--- config.mk ---
export PLATFORM = sky130hd
export DESIGN_NAME = off_idle_rpm_adder_fsm
export DESIGN_NICKNAME = d
export VERILOG_FILES = /design/src/design/oirpm_pkg.sv /design/src/design/oirpm_div.sv /design/src/design/off_idle_rpm_adder_fsm.sv
export SDC_FILE = /design/constraint.sdc
export NUM_CORES = 1
export LEC_CHECK = 0
export ABC_AREA = 0
export BUFFER_PORTS_ARGS = -buffer_cell sky130_fd_sc_hd__buf_2
export CAP_MARGIN = 5
export CORE_UTILIZATION = 65
export DETAILED_ROUTE_END_ITERATION = 10
export GPL_ROUTABILITY_DRIVEN = 0
export MAX_ROUTING_LAYER = met4
export PLACE_DENSITY = 0.83
export SYNTH_ARGS = -nofsm -noshare
export SYNTH_HDL_FRONTEND = slang
export SYNTH_HIERARCHICAL = 1
export SYNTH_SLANG_ARGS = --single-unit
--- constraint.sdc ---
create_clock -name clk -period 8.76 [get_ports clk]
set_clock_uncertainty 0.15 [all_clocks]
set_input_delay 0.876 -clock clk [delete_from_list [all_inputs] [get_ports clk]]
set_output_delay 0.876 -clock clk [all_outputs]
set_load 0.01 [all_outputs]
--- src/design/oirpm_pkg.sv ---
// ----------------------------------------------------------------------------
// oirpm_pkg
// Shared types and constants for the off-idle rpm adder sequencer.
// ----------------------------------------------------------------------------
package oirpm_pkg;

  // field widths
  localparam int PHASE_W  = 3;
  localparam int RPM_IN_W = 15;
  localparam int MAX_W    = 14;
  localparam int CFG_W    = 16;
  localparam int ADDER_W  = 13;
  localparam int STATE_W  = 3;
  localparam int CFG_IDX_W = 2;

  // decay divider: full adder times remaining ticks over decay length
  localparam int DIV_DEN_W = CFG_W;
  localparam int DIV_NUM_W = ADDER_W + DIV_DEN_W;

  // configuration register indexes
  localparam logic [CFG_IDX_W-1:0] REG_MAX_ADDER    = 2'd0;
  localparam logic [CFG_IDX_W-1:0] REG_STABLE_DELTA = 2'd1;
  localparam logic [CFG_IDX_W-1:0] REG_WAIT_TICKS   = 2'd2;
  localparam logic [CFG_IDX_W-1:0] REG_DECAY_TICKS  = 2'd3;

  // engine phase codes
  localparam logic [PHASE_W-1:0] EP_CRANKING = 3'd0;
  localparam logic [PHASE_W-1:0] EP_COASTING = 3'd3;
  localparam logic [PHASE_W-1:0] EP_RUNNING  = 3'd4;

  typedef enum logic [STATE_W-1:0] {
    AS_INACTIVE    = 3'd0,
    AS_ARMED       = 3'd1,
    AS_STABILIZING = 3'd2,
    AS_WAITING     = 3'd3,
    AS_DECAYING    = 3'd4
  } adder_state_t;

endpackage

--- src/design/oirpm_div.sv ---
// ----------------------------------------------------------------------------
// oirpm_div
// Restoring divider, one quotient bit per cycle, for the decay ramp.
// ----------------------------------------------------------------------------
module oirpm_div
  import oirpm_pkg::*;
(
  input  logic                 clk,
  input  logic                 rst,
  input  logic                 start,
  input  logic [DIV_NUM_W-1:0] dividend,
  input  logic [DIV_DEN_W-1:0] divisor,
  output logic                 done,
  output logic [DIV_NUM_W-1:0] quotient
);

  localparam int CNT_W = $clog2(DIV_NUM_W);

  logic                 busy;
  logic [CNT_W-1:0]     cnt;
  logic [DIV_DEN_W-1:0] rem;
  logic [DIV_DEN_W-1:0] den;
  logic [DIV_DEN_W:0]   shifted;
  logic                 q_bit;
  logic [DIV_DEN_W-1:0] rem_next;

  always_comb begin
    shifted  = {rem, quotient[DIV_NUM_W-1]};
    q_bit    = (shifted >= {1'b0, den});
    // remainder after a subtract is below the divisor, so it fits
    rem_next = q_bit ? DIV_DEN_W'(shifted - {1'b0, den}) : DIV_DEN_W'(shifted);
  end

  always_ff @(posedge clk) begin
    if (rst) begin
      busy <= 1'b0;
      done <= 1'b0;
    end else begin
      done <= 1'b0;
      if (start) begin
        busy     <= 1'b1;
        cnt      <= '0;
        rem      <= '0;
        den      <= divisor;
        quotient <= dividend;
      end else if (busy) begin
        rem      <= rem_next;
        quotient <= {quotient[DIV_NUM_W-2:0], q_bit};
        cnt      <= cnt + CNT_W'(1);
        if (cnt == CNT_W'(DIV_NUM_W - 1)) begin
          busy <= 1'b0;
          done <= 1'b1;
        end
      end
    end
  end

endmodule

--- src/design/off_idle_rpm_adder_fsm.sv ---
// path: input beat to result beat through the done state when no decay ramp value
//   is needed, through the multiply, start, wait and done states in the decaying
//   state, the wait set by the bit-serial divider that forms the ramp value
// input: a new input beat is taken only while the sequencer is idle, not while one
//   is in flight; taken while a result waits
// reset: sequencer inactive, tick counter and previous rpm zero, config registers zero
// ----------------------------------------------------------------------------
// off_idle_rpm_adder_fsm
// Off-idle rpm adder sequencer with an iterative divider for the decay.
// ----------------------------------------------------------------------------
module off_idle_rpm_adder_fsm
  import oirpm_pkg::*;
#(
  parameter int RPM_WIDTH  = 15,
  parameter int TICK_WIDTH = 16
) (
  input  logic                 clk,
  input  logic                 rst,
  input  logic                 cfg_we,
  input  logic [CFG_IDX_W-1:0] cfg_index,
  input  logic [CFG_W-1:0]     cfg_data,
  input  logic                 in_valid,
  output logic                 in_ready,
  input  logic [PHASE_W-1:0]   engine_phase,
  input  logic [RPM_IN_W-1:0]  engine_rpm,
  output logic                 out_valid,
  input  logic                 out_ready,
  output logic [ADDER_W-1:0]   adder_rpm,
  output logic [STATE_W-1:0]   adder_state
);

  localparam int CMP_W = (TICK_WIDTH > CFG_W) ? TICK_WIDTH : CFG_W;
  localparam int DLT_W = CFG_W + 1;

  typedef enum logic [2:0] {
    SQ_IDLE,
    SQ_MUL,
    SQ_START,
    SQ_WAIT,
    SQ_DONE
  } seq_t;

  seq_t                  sq;
  logic [MAX_W-1:0]      max_adder;
  logic [CFG_W-1:0]      stable_delta;
  logic [CFG_W-1:0]      wait_ticks;
  logic [CFG_W-1:0]      decay_ticks;
  logic [RPM_WIDTH-1:0]  previous_rpm;
  adder_state_t          adder_phase;
  logic [TICK_WIDTH-1:0] phase_ticks;
  logic [ADDER_W-1:0]    res_adder;
  logic [DIV_DEN_W-1:0]  remain;
  logic [DIV_NUM_W-1:0]  product;

  logic                  enabled;
  logic [ADDER_W-1:0]    full;
  logic [RPM_WIDTH-1:0]  rpm_in;
  logic [RPM_WIDTH-1:0]  delta;
  logic [TICK_WIDTH-1:0] ticks_inc;
  adder_state_t          phase_next;
  logic [TICK_WIDTH-1:0] ticks_next;
  logic [ADDER_W-1:0]    adder_next;
  logic                  div_next;
  logic [DIV_DEN_W-1:0]  remain_next;
  logic                  accept;
  logic                  div_done;
  logic [DIV_NUM_W-1:0]  quotient;

  assign in_ready = (sq == SQ_IDLE);
  assign accept   = in_valid && in_ready;
  assign enabled  = !max_adder[MAX_W-1] && (max_adder != '0);
  assign full     = max_adder[ADDER_W-1:0];
  assign rpm_in   = RPM_WIDTH'(engine_rpm);

  always_comb begin
    delta       = (rpm_in >= previous_rpm) ? rpm_in - previous_rpm : previous_rpm - rpm_in;
    ticks_inc   = (phase_ticks == {TICK_WIDTH{1'b1}}) ? phase_ticks
                                                      : phase_ticks + TICK_WIDTH'(1);
    phase_next  = adder_phase;
    ticks_next  = phase_ticks;
    adder_next  = '0;
    div_next    = 1'b0;
    remain_next = DIV_DEN_W'(CMP_W'(decay_ticks) - CMP_W'(ticks_inc));
    priority if (!enabled || engine_phase == EP_CRANKING) begin
      phase_next = AS_INACTIVE;
    end else if (engine_phase == EP_COASTING || engine_phase == EP_RUNNING) begin
      phase_next = AS_ARMED;
      adder_next = full;
    end else begin
      unique case (adder_phase)
        AS_ARMED: begin
          phase_next = AS_STABILIZING;
          adder_next = full;
        end
        AS_STABILIZING: begin
          if (DLT_W'(delta) < DLT_W'(stable_delta)) begin
            phase_next = AS_WAITING;
            ticks_next = '0;
          end
          adder_next = full;
        end
        AS_WAITING: begin
          ticks_next = ticks_inc;
          if (CMP_W'(ticks_inc) >= CMP_W'(wait_ticks)) begin
            phase_next = AS_DECAYING;
            ticks_next = '0;
          end
          adder_next = full;
        end
        AS_DECAYING: begin
          ticks_next = ticks_inc;
          if (decay_ticks == '0 || CMP_W'(ticks_inc) >= CMP_W'(decay_ticks)) begin
            phase_next = AS_INACTIVE;
          end else begin
            div_next = 1'b1;
          end
        end
        default: begin
          phase_next = AS_INACTIVE;
        end
      endcase
    end
  end

  oirpm_div u_div (
    .clk      (clk),
    .rst      (rst),
    .start    (sq == SQ_START),
    .dividend (product),
    .divisor  (decay_ticks),
    .done     (div_done),
    .quotient (quotient)
  );

  always_ff @(posedge clk) begin
    if (rst) begin
      sq           <= SQ_IDLE;
      max_adder    <= '0;
      stable_delta <= '0;
      wait_ticks   <= '0;
      decay_ticks  <= '0;
      previous_rpm <= '0;
      adder_phase  <= AS_INACTIVE;
      phase_ticks  <= '0;
      out_valid    <= 1'b0;
    end else begin
      if (cfg_we) begin
        unique case (cfg_index)
          REG_MAX_ADDER:    max_adder    <= cfg_data[MAX_W-1:0];
          REG_STABLE_DELTA: stable_delta <= cfg_data;
          REG_WAIT_TICKS:   wait_ticks   <= cfg_data;
          REG_DECAY_TICKS:  decay_ticks  <= cfg_data;
          default: ;
        endcase
      end

      // a new beat in the done state takes over the handshake below
      if (out_valid && out_ready && sq != SQ_DONE) begin
        out_valid <= 1'b0;
      end

      unique case (sq)
        SQ_IDLE: begin
          if (accept) begin
            previous_rpm <= rpm_in;
            adder_phase  <= phase_next;
            phase_ticks  <= ticks_next;
            res_adder    <= adder_next;
            remain       <= remain_next;
            sq           <= div_next ? SQ_MUL : SQ_DONE;
          end
        end
        SQ_MUL: begin
          product <= DIV_NUM_W'(full * remain);
          sq      <= SQ_START;
        end
        SQ_START: begin
          sq <= SQ_WAIT;
        end
        SQ_WAIT: begin
          if (div_done) begin
            // ramp value never exceeds the full adder
            res_adder <= quotient[ADDER_W-1:0];
            sq        <= SQ_DONE;
          end
        end
        SQ_DONE: begin
          // hold until the previous result beat has gone
          if (!out_valid || out_ready) begin
            out_valid   <= 1'b1;
            adder_rpm   <= res_adder;
            adder_state <= STATE_W'(adder_phase);
            sq          <= SQ_IDLE;
          end
        end
        default: begin
          sq <= SQ_IDLE;
        end
      endcase
    end
  end

endmodule

==> results.py <==
metrics = {
    "status": {
        "status": "completed",
    },
    "logic_synthesis": {
        "synth_area_um2": 19600,
        "synth_largest_area_cell": "edfxtp_1",
        "synth_most_common_cell": "nand2_1",
        "synthFlopType": "edfxtp_1",
        "synthCells": 2096,
        "syn_area_per_cell_um2": 9.37,
        "yosysUniqueCellTypes": 84,
        "synth_edf_count": 140,
        "ys_seq_area_share_pct": 31.8,
        "synth_common_cells": "nand2_1, inv_1, ha_1, fa_1, a21oi_1",
        "synth_seq_cells": 242,
        "ys_top_cells_by_area": "edfxtp_1, fa_1, ha_1",
        "synth_fp_nets": 2463,
        "synth_top_area_share_pct": 21.4,
        "ys.warnings.count": 6,
        "async_reset_ff_share_pct": 0,
    },
    "hold_path": {
        "hold_path.class": "flip-flop to flip-flop",
        "min_path_cells": 0,
    },
    "pwr": {
        "sw_frac_of_total_pct": 28.9,
        "powerDensity_nw_per_um2": 142,
        "p_int_mw": 2.12,
        "vdd_drop_max_mv": 0.144,
        "seq_power_share_pct": 42.9,
        "power.total_mw": 2.99,
        "combPwrFrac_pct": 18.4,
        "power.switching_mw": 0.861,
        "p_clk_share_pct": 38.7,
        "leakage_nw": 9.38,
    },
    "die": {
        "start_util_pct": 66.1,
        "pin_count": 59,
        "die_w_um": 176,
        "die-area_um2": 30900,
        "core_um2": 29700,
        "row_count": 63,
        "die_height_um": 176,
    },
    "global_route": {
        "overflow": 0,
        "grt_pass1_wl_mm": 75.3,
        "grt_pass1_vias": 15200,
        "antenna_found_initial": 0,
        "grt_usage_pct": 31.5,
        "grt_max_degree": 77,
    },
    "cells_and_area": {
        "drive_gt1_share_pct": 8.33,
        "final_util_pct": 70.8,
        "fin_nets": 2472,
        "n_antenna_cell": 0,
        "layoutNonFillerInstCount": 2516,
        "area_growth_pct": 7.09,
        "fin_area_um2": 21000,
        "nFillCells": 2132,
    },
    "placed_design": {
        "placed_cell_area_um2": 20100,
        "port_buffers": 58,
        "placedCellCount": 2466,
        "dpl_worst_slack_ps": 2240,
        "place_hpwl_mm": 33.9,
    },
    "cts": {
        "cts_sinks": 242,
        "clockBufferDepth": 3,
        "htreeDepth": 1,
        "cts_root_buffer": "clkbuf_16",
        "ctsHoldBuffers": 0,
        "cts_resized": 0,
        "clock_latency_ps": 550,
        "path_clk_slew_ps": 60,
        "cts_setup_buffers": 0,
        "cts_buffers": 27,
        "cts_tree": "yes",
    },
    "setup_path": {
        "crit_path_cell_trace": "and2_1 > fa_1 > inv_1 > fa_1 > inv_1 > fa_1 > fa_1 > inv_1 > fa_1 > inv_1 > ha_1 > o21a_1 > o21ai_0 > a211o_1 > a21oi_1 > a31oi_1 > o31ai_1 > a211oi_1 > o21bai_1 > xor2_1",
        "crit_fanout": 13,
        "critPathKind": "flip-flop to flip-flop",
        "cp_data_required_time_ps": 8910,
        "crit_arrival_ps": 6670,
        "r2r_slack_ps": 2250,
        "crit_path_end_kind": "flip-flop",
        "reg2reg_depth": 20,
        "crit_cells": 20,
        "slowest_delay_ps": 620,
        "path_delay_family": "adder cells",
        "crit_buf_inv": 4,
        "cpMaxStageDelayCell": "edfxtp_1",
        "cpMostUsedCell": "fa_1",
        "start_kind": "flip-flop",
    },
    "timing": {
        "hold_violations": 0,
        "finalSetupViolCount": 0,
        "fin_crit_ps": 6510,
        "worst_slack_ps": 2250,
        "holdWs_ps": 270,
        "rsz0062_at_grt": "false",
        "drv_slew": 0,
        "worst_pin_slew_ps": 1220,
        "finalSetupTns_ps": 0,
        "slew_headroom_pct": 18.6,
        "fmax_mhz": 154,
        "fin_crit_sh_pct": 74.4,
    },
    "routing": {
        "ant_nets": 0,
        "drc": 0,
        "wl_per_cell_um": 18.2,
        "routed_wl_mm": 45.7,
        "drt_pass1_iterations": 6,
        "vias_per_cell": 5.93,
        "vias": 14900,
        "detail_route.iter0.violations": 1322,
    },
    "flow_run": {
        "maxCapViolCount": 0,
    },
}
[kinds of logic after synthesis]
logic type / synth area share [%]
compound gates: 12.1
xor+xnor: 3.26
fa+ha+maj: 26.8
buf+inv: 8.20
flops: 31.8
mux: 2.58
simple gates: 15.2
[placed cells by master (no fill, tap or decap), types with 6 or more instances in the layout]
cell type and count:
and2_1 105, nor2b_1 8, xnor2_1 46, nand2b_1 14, ha_1 168, a211oi_1 11
nor2_1 78, a21oi_1 152, a31oi_1 10, mux2_2 29, o21a_1 15, a21o_1 40
o21ai_1 7, fa_1 158, a22o_1 26, o31ai_1 6, nor3_1 10, nor4_1 11
inv_1 322, edfxtp_1 140, nor3b_1 7, clkbuf_16 27, and3_1 10, nand3_1 28
buf_2 57, nand4_1 10, mux2i_1 15, nand2_1 324, xor2_1 27, dfxtp_1 102
o21bai_1 15, buf_4 13, o21ai_0 31
[power by group through the flow]
stage	Clock [mW]	Combinational, mW	Sequential, mW
floorplan	0	0.439	1.27
global placement	0	0.519	1.30
detailed placement	0	0.541	1.30
CTS	1.16	0.547	1.28
global route	1.21	0.622	1.28
finish	1.16	0.550	1.28
[sequential cells by signal, indices dropped and copies added, names as in the netlist]
signal / count
adder_phase: 3
adder_state: 3
decay_ticks: 16
product: 29
out_valid: 1
previous_rpm: 15
u_div/quotient: 29
max_adder: 14
u_div/cnt: 5
u_div/done: 1
stable_delta: 16
remain: 16
phase_ticks: 16
adder_rpm: 13
sq: 3
res_adder: 13
u_div/rem: 16
u_div/den: 16
wait_ticks: 16
u_div/busy: 1
[worst register-to-register path: cells and delay by family, from the launching register on]
family	cells	cell delay, ps
AOI/OAI and AO/OA	8	2010
xor gates and xnor gates	1	80
adders and majority gates	6	2900
buffers and inverters	4	210
DFF	1	620
and+or+nand+nor	1	290
[per-layer routing]
metal / track usage [%] / share of wire (%) / up-vias
met5: - / 0 / -
met4: 9.71 / 3.1 / 0
met3: 3.96 / 7.8 / 116
met2: 53.3 / 49 / 628
met1: 39.5 / 40 / 7265
li1: - / - / 6917
[cell type report]
type	instances	area (um^2)	area share, %
Clock buffer	35	746	3.55
Timing Repair Buffer	70	383	1.82
Tap cell	390	488	2.32
Multi-Input combinational cell	1442	11800	56.1
Clock inverter	15	154	0.732
Inverter	322	1210	5.75
Sequential cell	242	6250	29.7
[final timing paths]
| check | startpoint | endpoint |
|---|---|---|
| worst max-delay path | remain[6]$_DFFE_PP_ | product[27]$_DFFE_PP_ |
| worst min register to register | res_adder[12]$_DFFE_PP_ | adder_rpm[12]$_DFFE_PP_ |
| worst max register to register | remain[6]$_DFFE_PP_ | product[27]$_DFFE_PP_ |
| worst min-delay path | res_adder[12]$_DFFE_PP_ | adder_rpm[12]$_DFFE_PP_ |
Note: power is estimated with default switching activity, not from simulation.
